**src/rtl/core/dsc_pkg.sv**
```systemverilog
// ----------------------------------------------------------------------------
// Decimal score counter package
// Shared widths, item types and a helper function for the score counter.
// ----------------------------------------------------------------------------
package dsc_pkg;

  localparam int unsigned Positions     = 8;
  localparam int unsigned DefaultDigits = 8;
  localparam int unsigned ValueW        = 28;
  localparam int unsigned ScoreW        = 27;
  localparam int unsigned DigitW        = 4;
  localparam int unsigned StepsPerStage = 7;
  localparam int unsigned ConvStages    = (ScoreW + StepsPerStage - 1) / StepsPerStage;
  localparam int unsigned QueueDepth    = 2;
  localparam int unsigned QueuePtrW     = 1;
  localparam int unsigned QueueCntW     = 2;

  typedef enum logic {
    OP_ADD = 1'b0,
    OP_SET = 1'b1
  } op_e;

  typedef struct packed {
    op_e                      op;
    logic signed [ValueW-1:0] value;
  } item_t;

  // Largest score shown on the given number of digits: 10^digits - 1
  function automatic logic [ScoreW-1:0] score_max(int unsigned digits);
    logic [ScoreW+3:0] p;
    p = (ScoreW + 4)'(1);
    for (int unsigned i = 0; i < digits; i++) begin
      p = (ScoreW + 4)'(p * 10);
    end
    return ScoreW'(p - (ScoreW + 4)'(1));
  endfunction

endpackage

```
**src/rtl/core/decimal_score_counter_display.sv**
```systemverilog
// ----------------------------------------------------------------------------
// Decimal score counter display
// Running score with add/set updates, clamped range and eight-digit display.
// ----------------------------------------------------------------------------
// Path: input queue, score update register, then the 4 conversion stages;
//   the last stage is the output.
// Throughput: one item per cycle while the result channel is not stalled; the
//   score add-and-clamp register closes the only loop, one update per cycle.
// Reset: score clears to zero, queue and pipeline empty at once.
// ----------------------------------------------------------------------------
module decimal_score_counter_display import dsc_pkg::*; #(
  parameter int unsigned Digits = DefaultDigits
) (
  input  logic                     clk_i,
  input  logic                     rst_ni,
  // input channel
  input  logic                     in_valid_i,
  output logic                     in_stall_o,
  input  logic                     kind_i,
  input  logic signed [ValueW-1:0] value_i,
  // result channel
  output logic                     out_valid_o,
  input  logic                     out_stall_i,
  output logic [ScoreW-1:0]        score_now_o,
  output logic [DigitW-1:0]        digit_pos0_o,
  output logic [DigitW-1:0]        digit_pos1_o,
  output logic [DigitW-1:0]        digit_pos2_o,
  output logic [DigitW-1:0]        digit_pos3_o,
  output logic [DigitW-1:0]        digit_pos4_o,
  output logic [DigitW-1:0]        digit_pos5_o,
  output logic [DigitW-1:0]        digit_pos6_o,
  output logic [DigitW-1:0]        digit_pos7_o,
  output logic [Positions-1:0]     visible_mask_o
);

  // queue to score update
  logic  item_valid;
  item_t item;
  logic  item_pop;

  // score update to conversion pipeline
  logic              score_valid;
  logic [ScoreW-1:0] score;
  logic              score_take;

  logic [Positions-1:0][DigitW-1:0] digits;

  // Front end: accept a transfer, tag it as add or set, queue it. The stall
  // toward the source comes straight from the queue fill count.
  dsc_front u_front (
    .clk_i        (clk_i),
    .rst_ni       (rst_ni),
    .in_valid_i   (in_valid_i),
    .kind_i       (kind_i),
    .value_i      (value_i),
    .in_stall_o   (in_stall_o),
    .item_valid_o (item_valid),
    .item_o       (item),
    .item_pop_i   (item_pop)
  );

  // Back end, part one: update and clamp the running score. Pop only when
  // the score register is free or being drained this cycle.
  dsc_score #(
    .Digits (Digits)
  ) u_score (
    .clk_i         (clk_i),
    .rst_ni        (rst_ni),
    .item_valid_i  (item_valid),
    .item_i        (item),
    .item_pop_o    (item_pop),
    .score_valid_o (score_valid),
    .score_o       (score),
    .score_take_i  (score_take)
  );

  // Back end, part two: binary to decimal conversion; each full stage holds when
  // the stage after it is full and stalled.
  dsc_bcd_pipe #(
    .Digits (Digits)
  ) u_bcd_pipe (
    .clk_i        (clk_i),
    .rst_ni       (rst_ni),
    .in_valid_i   (score_valid),
    .in_score_i   (score),
    .in_ready_o   (score_take),
    .out_valid_o  (out_valid_o),
    .out_stall_i  (out_stall_i),
    .out_score_o  (score_now_o),
    .out_digits_o (digits),
    .out_mask_o   (visible_mask_o)
  );

  // position 0 is the most significant digit
  assign digit_pos0_o = digits[0];
  assign digit_pos1_o = digits[1];
  assign digit_pos2_o = digits[2];
  assign digit_pos3_o = digits[3];
  assign digit_pos4_o = digits[4];
  assign digit_pos5_o = digits[5];
  assign digit_pos6_o = digits[6];
  assign digit_pos7_o = digits[7];

endmodule

```
**src/rtl/core/dsc_front.sv**
```systemverilog
// ----------------------------------------------------------------------------
// Score counter front end
// Accept input transfers, classify them and hold them in a short queue.
// ----------------------------------------------------------------------------
module dsc_front import dsc_pkg::*; (
  input  logic                     clk_i,
  input  logic                     rst_ni,
  input  logic                     in_valid_i,
  input  logic                     kind_i,
  input  logic signed [ValueW-1:0] value_i,
  output logic                     in_stall_o,
  output logic                     item_valid_o,
  output item_t                    item_o,
  input  logic                     item_pop_i
);

  item_t                ent_q [QueueDepth];
  logic [QueuePtrW-1:0] wr_ptr_q, rd_ptr_q;
  logic [QueueCntW-1:0] cnt_q, cnt_d;
  logic                 full, push;
  item_t                new_item;

  assign full         = (cnt_q == QueueCntW'(QueueDepth));
  assign push         = in_valid_i && !full;
  assign in_stall_o   = full;
  assign item_valid_o = (cnt_q != '0);
  assign item_o       = ent_q[rd_ptr_q];

  always_comb begin
    new_item.op    = kind_i ? OP_SET : OP_ADD;
    new_item.value = value_i;
  end

  always_comb begin
    unique case ({push, item_pop_i})
      2'b10:   cnt_d = cnt_q + QueueCntW'(1);
      2'b01:   cnt_d = cnt_q - QueueCntW'(1);
      default: cnt_d = cnt_q;
    endcase
  end

  always_ff @(posedge clk_i or negedge rst_ni) begin
    if (!rst_ni) begin
      wr_ptr_q <= '0;
      rd_ptr_q <= '0;
      cnt_q    <= '0;
    end else begin
      cnt_q <= cnt_d;
      if (push) begin
        wr_ptr_q <= wr_ptr_q + QueuePtrW'(1);
      end
      if (item_pop_i) begin
        rd_ptr_q <= rd_ptr_q + QueuePtrW'(1);
      end
    end
  end

  always_ff @(posedge clk_i) begin
    if (push) begin
      ent_q[wr_ptr_q] <= new_item;
    end
  end

  a_cnt_bound: assert property (@(posedge clk_i) disable iff (!rst_ni)
    cnt_q <= QueueCntW'(QueueDepth))
    else $error("queue fill count beyond depth");

  a_cnt_push: assert property (@(posedge clk_i) disable iff (!rst_ni)
    (push && !item_pop_i) |=> (cnt_q == $past(cnt_q) + QueueCntW'(1)))
    else $error("queue fill count missed a push");

endmodule

```
**src/rtl/core/dsc_score.sv**
```systemverilog
// ----------------------------------------------------------------------------
// Score counter update stage
// Apply an add or set to the running score and clamp it to the display range.
// ----------------------------------------------------------------------------
module dsc_score import dsc_pkg::*; #(
  parameter int unsigned Digits = DefaultDigits
) (
  input  logic              clk_i,
  input  logic              rst_ni,
  input  logic              item_valid_i,
  input  item_t             item_i,
  output logic              item_pop_o,
  output logic              score_valid_o,
  output logic [ScoreW-1:0] score_o,
  input  logic              score_take_i
);

  localparam logic [ScoreW-1:0] ScoreMax = score_max(Digits);

  logic [ScoreW-1:0]       score_q, score_d;
  logic                    vld_q;
  logic signed [ScoreW+1:0] sum;

  assign item_pop_o    = item_valid_i && (!vld_q || score_take_i);
  assign score_valid_o = vld_q;
  assign score_o       = score_q;

  always_comb begin
    unique case (item_i.op)
      OP_SET:  sum = $signed({item_i.value[ValueW-1], item_i.value});
      OP_ADD:  sum = $signed({2'b00, score_q})
                   + $signed({item_i.value[ValueW-1], item_i.value});
      default: sum = $signed({2'b00, score_q});
    endcase
    // floor at zero, saturate at the largest displayable score
    if (sum[ScoreW+1]) begin
      score_d = '0;
    end else if (sum > $signed({2'b00, ScoreMax})) begin
      score_d = ScoreMax;
    end else begin
      score_d = sum[ScoreW-1:0];
    end
  end

  always_ff @(posedge clk_i or negedge rst_ni) begin
    if (!rst_ni) begin
      score_q <= '0;
      vld_q   <= 1'b0;
    end else if (item_pop_o) begin
      score_q <= score_d;
      vld_q   <= 1'b1;
    end else if (score_take_i) begin
      vld_q   <= 1'b0;
    end
  end

  a_score_range: assert property (@(posedge clk_i) disable iff (!rst_ni)
    score_q <= ScoreMax)
    else $error("score beyond display range");

endmodule

```
**src/rtl/core/dsc_bcd_pipe.sv**
```systemverilog
// ----------------------------------------------------------------------------
// Score counter decimal conversion pipeline
// Shift-and-add-3 conversion spread over stages, then leading zero blanking.
// ----------------------------------------------------------------------------
module dsc_bcd_pipe import dsc_pkg::*; #(
  parameter int unsigned Digits = DefaultDigits
) (
  input  logic                             clk_i,
  input  logic                             rst_ni,
  input  logic                             in_valid_i,
  input  logic [ScoreW-1:0]                in_score_i,
  output logic                             in_ready_o,
  output logic                             out_valid_o,
  input  logic                             out_stall_i,
  output logic [ScoreW-1:0]                out_score_o,
  output logic [Positions-1:0][DigitW-1:0] out_digits_o,
  output logic [Positions-1:0]             out_mask_o
);

  localparam int unsigned BcdW = DigitW * Digits;
  localparam int unsigned Last = ConvStages - 1;

  logic [ConvStages-1:0] vld_q;
  logic [ConvStages:0]   rdy;
  logic [BcdW-1:0]       bcd_q   [ConvStages];
  logic [ScoreW-1:0]     bin_q   [ConvStages];
  logic [ScoreW-1:0]     score_q [ConvStages];

  assign rdy[ConvStages] = !out_stall_i;
  assign in_ready_o      = rdy[0];

  for (genvar s = 0; s < ConvStages; s++) begin : g_stage
    localparam int unsigned Lo    = s * StepsPerStage;
    localparam int unsigned Steps =
      (ScoreW - Lo < StepsPerStage) ? (ScoreW - Lo) : StepsPerStage;

    logic              src_vld;
    logic [BcdW-1:0]   src_bcd, bcd;
    logic [ScoreW-1:0] src_bin, src_score, bin;

    if (s == 0) begin : g_src_in
      assign src_vld   = in_valid_i;
      assign src_bcd   = '0;
      assign src_bin   = in_score_i;
      assign src_score = in_score_i;
    end else begin : g_src_prev
      assign src_vld   = vld_q[s-1];
      assign src_bcd   = bcd_q[s-1];
      assign src_bin   = bin_q[s-1];
      assign src_score = score_q[s-1];
    end

    assign rdy[s] = !vld_q[s] || rdy[s+1];

    always_comb begin
      bcd = src_bcd;
      bin = src_bin;
      for (int unsigned j = 0; j < Steps; j++) begin
        for (int unsigned k = 0; k < Digits; k++) begin
          if (bcd[k*DigitW +: DigitW] >= DigitW'(5)) begin
            bcd[k*DigitW +: DigitW] = bcd[k*DigitW +: DigitW] + DigitW'(3);
          end
        end
        {bcd, bin} = {bcd[BcdW-2:0], bin, 1'b0};
      end
    end

    always_ff @(posedge clk_i or negedge rst_ni) begin
      if (!rst_ni) begin
        vld_q[s] <= 1'b0;
      end else if (rdy[s]) begin
        vld_q[s] <= src_vld;
      end
    end

    always_ff @(posedge clk_i) begin
      if (rdy[s] && src_vld) begin
        bcd_q[s]   <= bcd;
        bin_q[s]   <= bin;
        score_q[s] <= src_score;
      end
    end
  end

  // place digits, units at the last position; unused upper positions read zero
  for (genvar p = 0; p < Positions; p++) begin : g_pos
    if (Positions - 1 - p < Digits) begin : g_used
      assign out_digits_o[p] = bcd_q[Last][(Positions-1-p)*DigitW +: DigitW];
    end else begin : g_unused
      assign out_digits_o[p] = '0;
    end
  end

  // show from the first nonzero digit down; the units digit always shows
  always_comb begin
    logic seen;
    seen = 1'b0;
    for (int unsigned p = 0; p < Positions; p++) begin
      seen          = seen || (out_digits_o[p] != '0);
      out_mask_o[p] = seen;
    end
    out_mask_o[Positions-1] = 1'b1;
  end

  assign out_valid_o = vld_q[Last];
  assign out_score_o = score_q[Last];

  logic digits_ok;
  always_comb begin
    digits_ok = 1'b1;
    for (int unsigned k = 0; k < Digits; k++) begin
      if (bcd_q[Last][k*DigitW +: DigitW] > DigitW'(9)) begin
        digits_ok = 1'b0;
      end
    end
  end

  a_digits_decimal: assert property (@(posedge clk_i) disable iff (!rst_ni)
    out_valid_o |-> digits_ok)
    else $error("converted digit out of decimal range");

  // only the units digit shows exactly when the score is a single digit
  a_zero_blank: assert property (@(posedge clk_i) disable iff (!rst_ni)
    out_valid_o |-> ((out_score_o < ScoreW'(10)) ==
                     (out_mask_o == {1'b1, {(Positions-1){1'b0}}})))
    else $error("blanking mask disagrees with score");

endmodule
```
**config.mk**
```make
export PLATFORM = sky130hd
export DESIGN_NAME = decimal_score_counter_display
export DESIGN_NICKNAME = d
export VERILOG_FILES = /design/src/rtl/core/dsc_pkg.sv /design/src/rtl/core/decimal_score_counter_display.sv /design/src/rtl/core/dsc_front.sv /design/src/rtl/core/dsc_score.sv /design/src/rtl/core/dsc_bcd_pipe.sv
export SDC_FILE = /design/constraint.sdc
export NUM_CORES = 1
export LEC_CHECK = 0
export BUFFER_PORTS_ARGS = -buffer_cell sky130_fd_sc_hd__buf_2
export CORE_MARGIN = 4
export CORE_UTILIZATION = 64
export DETAILED_ROUTE_END_ITERATION = 10
export PLACE_DENSITY = 0.85
export SLEW_MARGIN = 20
export SYNTH_ARGS = -nofsm -noshare
export SYNTH_HDL_FRONTEND = slang
export SYNTH_SLANG_ARGS = --single-unit
```
**constraint.sdc**
```tcl
create_clock -name clk_i -period 6.3 [get_ports clk_i]
set_input_delay 0.315 -clock clk_i [delete_from_list [all_inputs] [get_ports clk_i]]
set_output_delay 0.315 -clock clk_i [all_outputs]
set_load 0.05 [all_outputs]
```
==> metrics.cfg, run 1 <==
[setup_path]
startpoint_type = register
required_ps = 6580
cpMostUsedCell = ha_1
critPathMaxStageDelay_ps = 470
startpoint = u_bcd_pipe.bcd_q[0][4]
end_kind = register
arrival_ps = 6240
r2r-start = u_bcd_pipe.bcd_q[0][4]
worstSetupPathType = reg2reg
cp_max_fo = 6
crit_slowest_cell = edfxtp_1

[global_routing]
grt_pass1_wl_um = 84200
antenna_found_initial = 0
grt_pass1_vias = 18700
grt_use_total_pct = 24.8
grt_start_max_net_pins = 46
gr-total-overflow = 0

[detailed_routing]
ant_nets = 0
drt_iter0_drc = 1290
drt_wl_total_um = 50300
drc = 0
viasPerCell = 6.26
num_vias = 19200
dr.pass1.iters = 8
wire_per_inst_um = 16.4

[floorplanning]
initial_core_util_pct = 65.1
rows = 69
fp.coreArea_um2 = 35700
fp.dieH_um = 198
die_area_um2 = 39400
die_w_um = 198
io_pins = 102

[logic_synthesis]
synth.distinct_cells = 116
yosys.area.top_type = edfxtp_1
synthesis.nets = 2655
synthAdderAreaFrac_pct = 9.83
synth-main-ff-cell = edfxtp_1
synth_compound_area_share_pct = 22.3
syn_avg_cell_area_um2 = 9.51
synth_top_family_by_area = compound AO/OA/AOI/OAI gates
synth_edf_count = 248
netlist.area_leader.share_pct = 32.1
yosys.area_share.simple_pct = 14.5
ys_seq_area_share_pct = 36.0
syn_area_um2 = 23200
synthArstFlopShare_pct = 12.7
synth.top_cells.by_area = edfxtp_1 (32%), ha_1 (9.7%), mux2i_1 (4.6%), a21oi_1 (4.0%), dfrtp_1 (3.9%)
ys_ff_latch = 284
syn_inst = 2441
synth_mux_area_share_pct = 8.71
ys_warn_count = 0
synth-xor-area-share_pct = 4.69

[placed_design]
hpwl_um = 35500
place.gp.congestion = 0.932
place_ws_ps = -20.6
io_buffers = 100
dp.cells = 2964

[sta]
fin_crit_ps = 5960
worst_slack_ps = 338
hold_viol = 0
final-max-slew-violation-count = 0
fin_skew_ps = 31.1
timing.final.crit_share_pct = 94.6
setup_viol = 0
max_slew_margin_pct = 36.6
setup_tns_ps = 0
worst_pin_slew_ps = 946
max_clock_freq_ghz = 0.168

[cts]
clk_pin_slew_worst_paths_ps = 60
clock_sinks = 284
cts_tree = built
cts-root-buf = clkbuf_16
cts_buffers = 34
htreeDepth = 2
worstSkewPairLatency_ps = 560
clk_path_buf_depth = 3

[cells_and_area]
post_layout_nonfiller_instances = 3061
drive_gt1_share_pct = 14.8
nets = 2788
fill_cells = 2463
diodes = 0
syn_to_final_growth_pct = 12.1

[status]
status = finished, final reports clean

[min_path]
hp-class = in2reg
holdCritStartpoint = out_stall_i

[run]
drv_cap = 0

-- kinds of logic (layout without fill, tap and decap cells) --
| family | count (synthesis) | count (layout) |
|---|---|---|
| adders and majority gates | 182 | 182 |
| and+or+nand+nor | 674 | 674 |
| other | 1 | 1 |
| DFF | 284 | 284 |
| xor gates and xnor gates | 115 | 115 |
| AOI/OAI and AO/OA | 757 | 757 |
| buffers and inverters | 241 | 400 |
| muxes | 187 | 187 |
-- per-layer routing --
metal | vias up | share of wire [%] | GRT usage, %
met5 | - | 0 | 0
met4 | 0 | 2.4 | 7.19
met3 | 116 | 4.9 | 3.96
met2 | 581 | 53 | 47.8
met1 | 9124 | 39 | 28.1
li1 | 9330 | - | -
-- path summary, 6_finish.rpt --
| kind | end | slack, ps | cells past startpoint |
|---|---|---|---|
| min in group asynchronous | u_front.cnt_q[1] | 450 | 2 |
| max | u_bcd_pipe.bcd_q[1][7] | 340 | 28 |
| max in group asynchronous | u_score.score_o[20] | 5240 | 2 |
| min reg2reg | u_bcd_pipe.score_q[1][6] | 410 | 0 |
| max reg2reg | u_bcd_pipe.bcd_q[1][7] | 340 | 28 |
| min | u_bcd_pipe.out_valid_o | 60 | 2 |
-- state kept, by name (all words and copies together), names as in the netlist --
| name | flops |
|---|---|
| u_bcd_pipe.bcd_q | 82 |
| u_bcd_pipe.score_q | 108 |
| u_score.score_valid_o | 1 |
| u_score.score_o | 27 |
| u_bcd_pipe.out_valid_o | 1 |
| u_front.wr_ptr_q | 1 |
| u_front.rd_ptr_q | 1 |
| u_bcd_pipe.g_stage.src_vld | 3 |
| u_front.cnt_q | 2 |
| u_front.ent_q | 58 |
-- Yosys cell counts, drive strengths merged (8+ instances only) --
master,number
edfxtp,248
a211o,16
a22o,10
nor3,43
a21boi,21
nand3b,12
a22oi,11
o311a,8
a2bb2oi,9
a31o,8
ha,180
nor2,167
o22a,10
o31ai,12
nand3,41
buf,19
dfrtp,36
or3,16
inv,188
nand2,168
o21bai,11
o22ai,18
a21oi,187
and2,31
nor2b,48
xnor2,87
nand2b,61
o32ai,10
nor3b,18
o21a,37
o211ai,22
and3,23
o2bb2ai,8
mux2i,113
a211oi,35
clkbuf,32
a31oi,27
o21ai,182
mux2,74
or2,21
a21o,43
xor2,27
nor4,12
-- per-stage QoR --
stage | hold slack, ps | instance area (um2) | util [%]
6_report | 62.3 | 26000 | 73.0
5_1_grt | 72.9 | 26000 | 73.0
4_1_cts | 53.6 | 25700 | 72.2
3_5_place_dp | 405 | 24200 | 67.9
3_3_place_gp | 401 | 24200 | 67.9
2_1_floorplan | 19.4 | 23200 | -
-- cell type report --
cell class,count,area (um2),area share [%]
multi-input cells,1916,14200,54.6
flip-flops and latches,284,8350,32.1
clock buffers,47,1000,3.85
repair buffers,148,936,3.59
inverters,190,713,2.74
well taps,461,577,2.22
clock inverters,15,233,0.894
-- critical path: cells and delay by family (launching register included) --
kind	cells	cell delay, ps
AOI/OAI and AO/OA	11	2320
buffers and inverters	4	370
DFF	1	470
and+or+nand+nor	6	990
xor gates and xnor gates	1	180
adders and majority gates	5	1070
muxes	1	290
-- cell usage in the layout (no fill, tap or decap), types with 16 or more instances in the layout --
master	synthesis	routed
edfxtp_1	248	248
inv_1	181	179
ha_1	180	177
a21oi_1	184	175
nand2_1	167	167
nor2_1	167	165
o21ai_0	137	133
mux2i_1	106	100
buf_2	11	100
xnor2_1	80	74
mux2_2	70	70
nand2b_1	61	61
nor2b_1	48	46
o21ai_1	42	44
a21o_1	43	43
nor3_1	41	40
nand3_1	40	39
o21a_1	37	37
clkbuf_16	0	36
dfrtp_1	36	36
a211oi_1	32	32
dlygate4sd3_1	0	30
and2_1	29	27
a31oi_1	27	24
and3_1	23	23
xor2_1	25	23
o211ai_1	20	20
nor3b_1	18	18
o22ai_1	18	18
buf_4	2	18
or3_1	16	16
a211o_1	16	16
-- repair_timing --
item                                   in CTS  in global routing
setup buffers                               0                  5
pin swaps                                   0                  6
endpoints found under the hold margin      94                  0
setup endpoints to repair                   1                 53
hold buffers                               30                  0
gates resized for setup                     1                 55
Power of run 1 is left out: the tool's default activity adds up to more than one toggle a clock period on the data nets, which glitch-free logic cannot reach.
==> run 2, diff against run 1 <==
--- a/config.mk
+++ b/config.mk
@@ -7,2 +7,3 @@
 export LEC_CHECK = 0
+export ABC_AREA = 1
 export BUFFER_PORTS_ARGS = -buffer_cell sky130_fd_sc_hd__buf_2
--- a/constraint.sdc
+++ b/constraint.sdc
@@ -3,2 +3,2 @@
 set_output_delay 0.315 -clock clk_i [all_outputs]
-set_load 0.05 [all_outputs]
+set_load 0.01 [all_outputs]
==> metrics.cfg, run 2 <==
[logic_synthesis]
synth_compound_area_share_pct = 9.76  ; was 22.3%
yosys.area.top_type = edfxtp_1  ; unchanged
synth_mux_area_share_pct = 0.0898  ; was 8.71%
synthAdderAreaFrac_pct = 10.2  ; was 9.83%
syn_avg_cell_area_um2 = 7.77  ; was 9.51 um2
yosys.area_share.simple_pct = 28.4  ; was 14.5%
synth_top_family_by_area = simple AND/OR/NAND/NOR gates  ; was compound AO/OA/AOI/OAI gates
ys_ff_latch = 284  ; unchanged
syn_inst = 2872  ; was 2441
ys_seq_area_share_pct = 37.4  ; was 36.0%
ys_warn_count = 0  ; unchanged
yosysMostFrequentCell = nand2_1  ; was edfxtp_1
synth-xor-area-share_pct = 4.84  ; was 4.69%
synthesis.nets = 3086  ; was 2655
synth_common_cells = nand2_1 (775), inv_1 (502), edfxtp_1 (248), ha_1 (180), nand3_1 (180)  ; was edfxtp_1 (248), a21oi_1 (184), inv_1 (181), ha_1 (180)
synth.top_cells.by_area = edfxtp_1 (33%), nand2_1 (13%), ha_1 (10%), inv_1 (8.4%), dfrtp_1 (4.0%)  ; was edfxtp_1 (32%), ha_1 (9.7%), mux2i_1 (4.6%), a21oi_1 (4.0%), dfrtp_1 (3.9%)
synth_edf_count = 248  ; unchanged
syn_area_um2 = 22300  ; was 23200 um2
netlist.area_leader.share_pct = 33.4  ; was 32.1%
synthArstFlopShare_pct = 12.7  ; unchanged
synth.distinct_cells = 55  ; was 116
synth-main-ff-cell = edfxtp_1  ; unchanged

[detailed_routing]
drt_iter0_drc = 781  ; was 1290
drt_wl_total_um = 45300  ; was 50300 um
dr.pass1.iters = 5  ; was 8
num_vias = 18700  ; was 19200
viasPerCell = 5.33  ; was 6.26
ant_nets = 0  ; unchanged
drc = 0  ; unchanged
wire_per_inst_um = 12.9  ; was 16.4 um

[floorplanning]
initial_core_util_pct = 64.7  ; was 65.1%
fp.coreArea_um2 = 34500  ; was 35700 um2
die_area_um2 = 37900  ; was 39400 um2
rows = 68  ; was 69
fp.dieH_um = 195  ; was 198 um
io_pins = 102  ; unchanged
die_w_um = 195  ; was 198 um

[global_routing]
gr-total-overflow = 0  ; unchanged
grt_pass1_wl_um = 78100  ; was 84200 um
grt_pass1_vias = 18600  ; was 18700
grt_use_total_pct = 23.5  ; was 24.8%
antenna_found_initial = 0  ; unchanged
grt_start_max_net_pins = 59  ; was 46

[setup_path]
critPathMaxStageDelay_ps = 410  ; was 470 ps
end_kind = register  ; unchanged
worstSetupPathType = reg2reg  ; unchanged
startpoint_type = register  ; unchanged
cp_max_fo = 3  ; was 6
required_ps = 6600  ; was 6580 ps
cpMostUsedCell = inv_1  ; was ha_1
crit_slowest_cell = edfxtp_1  ; unchanged
arrival_ps = 6080  ; was 6240 ps

[cts]
clk_path_buf_depth = 3  ; unchanged
cts-root-buf = clkbuf_16  ; unchanged
clk_pin_slew_worst_paths_ps = 70  ; was 60 ps
htreeDepth = 1  ; was 2
cts_buffers = 30  ; was 34
worstSkewPairLatency_ps = 570  ; was 560 ps
clock_sinks = 284  ; unchanged
cts_tree = built  ; unchanged

[cells_and_area]
largest_reg_flops = 108  ; unchanged
post_layout_nonfiller_instances = 3503  ; was 3061
nets = 3238  ; was 2788
layout_commonest_cell = nand2_1  ; was edfxtp_1
fill_cells = 2525  ; was 2463
diodes = 0  ; unchanged
final_cell_mix = nand2_1 (775), inv_1 (501), edfxtp_1 (248), nand3_1 (180), ha_1 (180)  ; was edfxtp_1 (248), inv_1 (179), ha_1 (177), a21oi_1 (175), nand2_1 (167)
drive_gt1_share_pct = 14.0  ; was 14.8%
regMostFlops = u_bcd_pipe.score_q  ; unchanged
syn_to_final_growth_pct = 11.3  ; was 12.1%
reg.largest.list = u_bcd_pipe.score_q (108), u_bcd_pipe.bcd_q (82), u_front.ent_q (58)  ; unchanged

[sta]
whs_ps = 24.0  ; was 62.3 ps
rsz0062_at_grt = yes
max_clock_freq_ghz = 0.173  ; was 0.168 GHz
worst_slack_ps = 521  ; was 338 ps
hold_viol = 0  ; unchanged
max_slew_margin_pct = 42.1  ; was 36.6%
final-max-slew-violation-count = 0  ; unchanged
worst_pin_slew_ps = 869  ; was 946 ps
fin_skew_ps = 12.4  ; was 31.1 ps
fin_crit_ps = 5780  ; was 5960 ps
setup_viol = 0  ; unchanged
timing.final.crit_share_pct = 91.7  ; was 94.6%

[placed_design]
io_buffers = 100  ; unchanged
place_ws_ps = 438  ; was -20.6 ps
dp.cells = 3416  ; was 2964
place.gp.congestion = 0.893  ; was 0.932
hpwl_um = 34500  ; was 35500 um

[run]
drv_cap = 0  ; unchanged

[min_path]
hp-class = in2reg  ; unchanged

[status]
status = finished, final reports clean  ; unchanged

[run 2: changes by cell type after synthesis, moves of 48 or more]
cell / delta
nand2_1: +608
nand3_1: +140
mux2_2: -70
mux2i_1: -104
nand2b_1: -61
xor2_1: +52
xnor2_1: -60
nand2_2: +88
nand4_1: +53
a21oi_1: -80
inv_1: +321
nor2b_1: -48
[run 2: cells by family (layout without fill, tap and decap cells)]
group | count (synthesis) | in the layout
DFF | 284 | 284
other | 1 | 1
and+or+nand+nor | 1374 | 1374
buffers and inverters | 547 | 723
adders and majority gates | 181 | 181
muxes | 2 | 2
AOI/OAI and AO/OA | 374 | 374
xor gates and xnor gates | 109 | 109
[run 2: repair_timing]
item | in CTS | in global routing
hold buffers | 30 | 0
gates resized for setup | 0 | 11
endpoints found under the setup margin | 0 | 14
buffers inserted | 0 | 1
endpoints found under the hold margin | 94 | 0
[run 2: path summary, 6_finish.rpt]
path                                           startpoint                         to  slack (ps)  cells past startpoint
worst max-delay path              u_bcd_pipe.bcd_q[2][20]    u_bcd_pipe.bcd_q[3][30]         520                     36
worst min register to register  u_bcd_pipe.score_q[1][24]  u_bcd_pipe.score_q[2][24]         420                      0
worst max register to register    u_bcd_pipe.bcd_q[2][20]    u_bcd_pipe.bcd_q[3][30]         520                     36
min in group asynchronous                          rst_ni           u_front.wr_ptr_q         390                      2
worst min-delay path                          out_stall_i     u_bcd_pipe.out_valid_o          20                      3
max in group asynchronous                          rst_ni        u_score.score_o[23]        5350                      2
[run 2: cell type report]
cell class,instances,area [um2],area share [%]
tap,455,569,2.29
clock inverter,20,250,1.01
timing repair buffer,143,898,3.62
multi-input combinational,2041,12000,48.3
inverter,524,1970,7.93
clock buffer,36,805,3.24
sequential,284,8350,33.6
[run 2: layer usage]
metal,up-vias,part of all wire (%),GRT usage (%)
li1,9652,-,-
met1,8612,39,25.1
met2,310,55,48.0
met3,86,3.0,2.48
met4,0,2.5,6.69
met5,-,0,0
[run 2: critical path: cells and delay by family, from the launching register on]
family / cells / cell delay (ps)
flip-flops: 1 / 410
AND/OR/NAND/NOR: 9 / 1240
AO/OA/AOI/OAI: 7 / 1070
adder cells (fa/ha/maj): 6 / 1150
XOR/XNOR: 4 / 870
buffers and inverters: 10 / 780
[run 2: per-stage QoR]
step / utilization, % / setup TNS, ps / area [um2]
finish: 72.0 / 0 / 24800
global route: 72.0 / -216 / 24800
CTS: 71.8 / 0 / 24800
detailed placement: 67.9 / 0 / 23400
global placement: 67.9 / 0 / 23400
floorplan: - / 0 / 22300
Power of run 2 is left out for the same reason.
==> run 3, diff against run 2 <==
Settings changed: CORE_UTILIZATION 64 to 68, PLACE_DENSITY 0.85 to 0.87.
Clock period 6.3 ns to 7.1 ns, I/O delays scaled along.
==> metrics.cfg, run 3 (synthesized netlist as in run 2, its figures left out) <==
[detailed_routing]
drt_wl_total_um = 45500  ; was 45300 um
drt_iter0_drc = 1101  ; was 781
wire_per_inst_um = 13.0  ; was 12.9 um
ant_nets = 0  ; unchanged
dr.pass1.iters = 7  ; was 5
drc = 0  ; unchanged
num_vias = 18800  ; was 18700
viasPerCell = 5.40  ; was 5.33

[min_path]
hp-class = in2reg  ; unchanged
whs_path_depth = 3  ; unchanged
holdCritStartpoint = out_stall_i  ; unchanged
whs_endpoint = u_bcd_pipe.out_valid_o  ; unchanged

[sta]
fin_skew_ps = 14.2  ; was 12.4 ps
setup_tns_ps = 0  ; unchanged
worst_pin_slew_ps = 908  ; was 869 ps
rsz0062_at_grt = no  ; was yes
setup_viol = 0  ; unchanged
max_clock_freq_ghz = 0.164  ; was 0.173 GHz
max_slew_margin_pct = 39.4  ; was 42.1%
fin_crit_ps = 6110  ; was 5780 ps
timing.final.crit_share_pct = 86.0  ; was 91.7%
final-max-slew-violation-count = 0  ; unchanged
hold_viol = 0  ; unchanged

[cells_and_area]
post-route-util_pct = 76.2  ; was 72.0%
reg.largest.list = u_bcd_pipe.score_q (108), u_bcd_pipe.bcd_q (82), u_front.ent_q (58)  ; unchanged
final_cell_mix = nand2_1 (775), inv_1 (501), edfxtp_1 (248), nand3_1 (180), ha_1 (180)  ; unchanged
regMostFlops = u_bcd_pipe.score_q  ; unchanged
syn_to_final_growth_pct = 10.9  ; was 11.3%
drive_gt1_share_pct = 13.8  ; was 14.0%
layout_commonest_cell = nand2_1  ; unchanged
nets = 3237  ; was 3238
largest_reg_flops = 108  ; unchanged
diodes = 0  ; unchanged

[cts]
htreeDepth = 1  ; unchanged
post_cts_resized = 0  ; unchanged
cts_tree = built  ; unchanged
ctsHoldBuffers = 30  ; unchanged
clk_path_buf_depth = 3  ; unchanged
worstSkewPairLatency_ps = 600  ; was 570 ps
clock_sinks = 284  ; unchanged
cts_setup_buffers = 0  ; unchanged
cts-root-buf = clkbuf_16  ; unchanged
cts_buffers = 31  ; was 30
clk_pin_slew_worst_paths_ps = 70  ; about the same

[floorplanning]
fp.coreArea_um2 = 32500  ; was 34500 um2
die_area_um2 = 35800  ; was 37900 um2
fp.dieH_um = 189  ; was 195 um
initial_core_util_pct = 68.7  ; was 64.7%
rows = 66  ; was 68
io_pins = 102  ; unchanged
die_w_um = 189  ; was 195 um

[global_routing]
gr-total-overflow = 0  ; unchanged
grt_pass1_vias = 18800  ; was 18600
grt_pass1_wl_um = 78500  ; was 78100 um
antenna_found_initial = 0  ; unchanged
grt_use_total_pct = 25.3  ; was 23.5%
grt_start_max_net_pins = 59  ; unchanged

[setup_path]
required_ps = 7410  ; was 6600 ps
cpMostUsedCell = inv_1  ; unchanged
r2r_end = u_bcd_pipe.bcd_q[3][21]  ; was u_bcd_pipe.bcd_q[3][30]
startpoint_type = register  ; unchanged
crit_slowest_cell = edfxtp_1  ; unchanged
worstSetupPathType = reg2reg  ; unchanged
r2r_cells = 35  ; was 36
cp_max_fo = 4  ; was 3
r2r-start = u_bcd_pipe.bcd_q[2][12]  ; was u_bcd_pipe.bcd_q[2][20]
r2r_slack_ps = 990  ; was 520 ps
critPathMaxStageDelay_ps = 420  ; was 410 ps
arrival_ps = 6420  ; was 6080 ps
end_kind = register  ; unchanged

[placed_design]
io_buffers = 100  ; unchanged
hpwl_um = 33800  ; was 34500 um
place.gp.congestion = 0.891  ; was 0.893

[status]
status = finished, final reports clean  ; unchanged

[run]
drv_cap = 0  ; unchanged

## run 3: how the worst max path moves through the flow
stage,end,slack [ps],startpoint,depth (start not counted)
6_report,u_bcd_pipe.bcd_q[3][21],990,u_bcd_pipe.bcd_q[2][12],35
2_1_floorplan,u_bcd_pipe.bcd_q[3][17],1930,u_bcd_pipe.bcd_q[2][8],37
3_5_place_dp,u_bcd_pipe.bcd_q[3][21],1110,u_bcd_pipe.bcd_q[2][12],35
5_1_grt,u_bcd_pipe.bcd_q[3][21],340,u_bcd_pipe.bcd_q[2][12],35
3_3_place_gp,u_bcd_pipe.bcd_q[3][21],1750,u_bcd_pipe.bcd_q[2][12],35
4_1_cts,u_bcd_pipe.bcd_q[3][21],1060,u_bcd_pipe.bcd_q[2][12],35
## run 3: layout make-up
cell class | instances | area, um2
Clock buffer | 33 | 783
Clock inverter | 25 | 277
Timing Repair Buffer | 141 | 883
Inverter | 524 | 1970
Multi-Input combinational cell | 2041 | 11900
Tap cell | 442 | 553
Sequential cell | 284 | 8350
Fill cell | 2263 | 7720
## run 3: per-layer routing
| metal | up-vias | global-route usage [%] | wire length [um] |
|---|---|---|---|
| li1 | 9643 | - | - |
| met1 | 8756 | 27.1 | 17800 |
| met2 | 359 | 51.8 | 25200 |
| met3 | 81 | 2.82 | 1520 |
| met4 | 0 | 6.56 | 1040 |
| met5 | - | 0 | 0 |
## run 3: worst max-delay path: cells and delay by family, from the launching register on
kind / cells / cell delay [ps]
AO/OA/AOI/OAI: 10 / 1540
XOR/XNOR: 5 / 1200
buffers and inverters: 10 / 930
adder cells (fa/ha/maj): 6 / 1200
flip-flops: 1 / 420
AND/OR/NAND/NOR: 4 / 540
## run 3: per-stage QoR
step	hold WS [ps]	instances	area, um2	setup WS [ps]
6_report	37.4	3490	24700	993
5_1_grt	36.0	3490	24700	338
4_1_cts	18.3	3490	24700	1060
3_5_place_dp	405	3402	23400	1110
3_3_place_gp	403	3402	23400	1750
2_1_floorplan	59.4	2872	22300	1930
Power of run 3 is left out for the same reason.
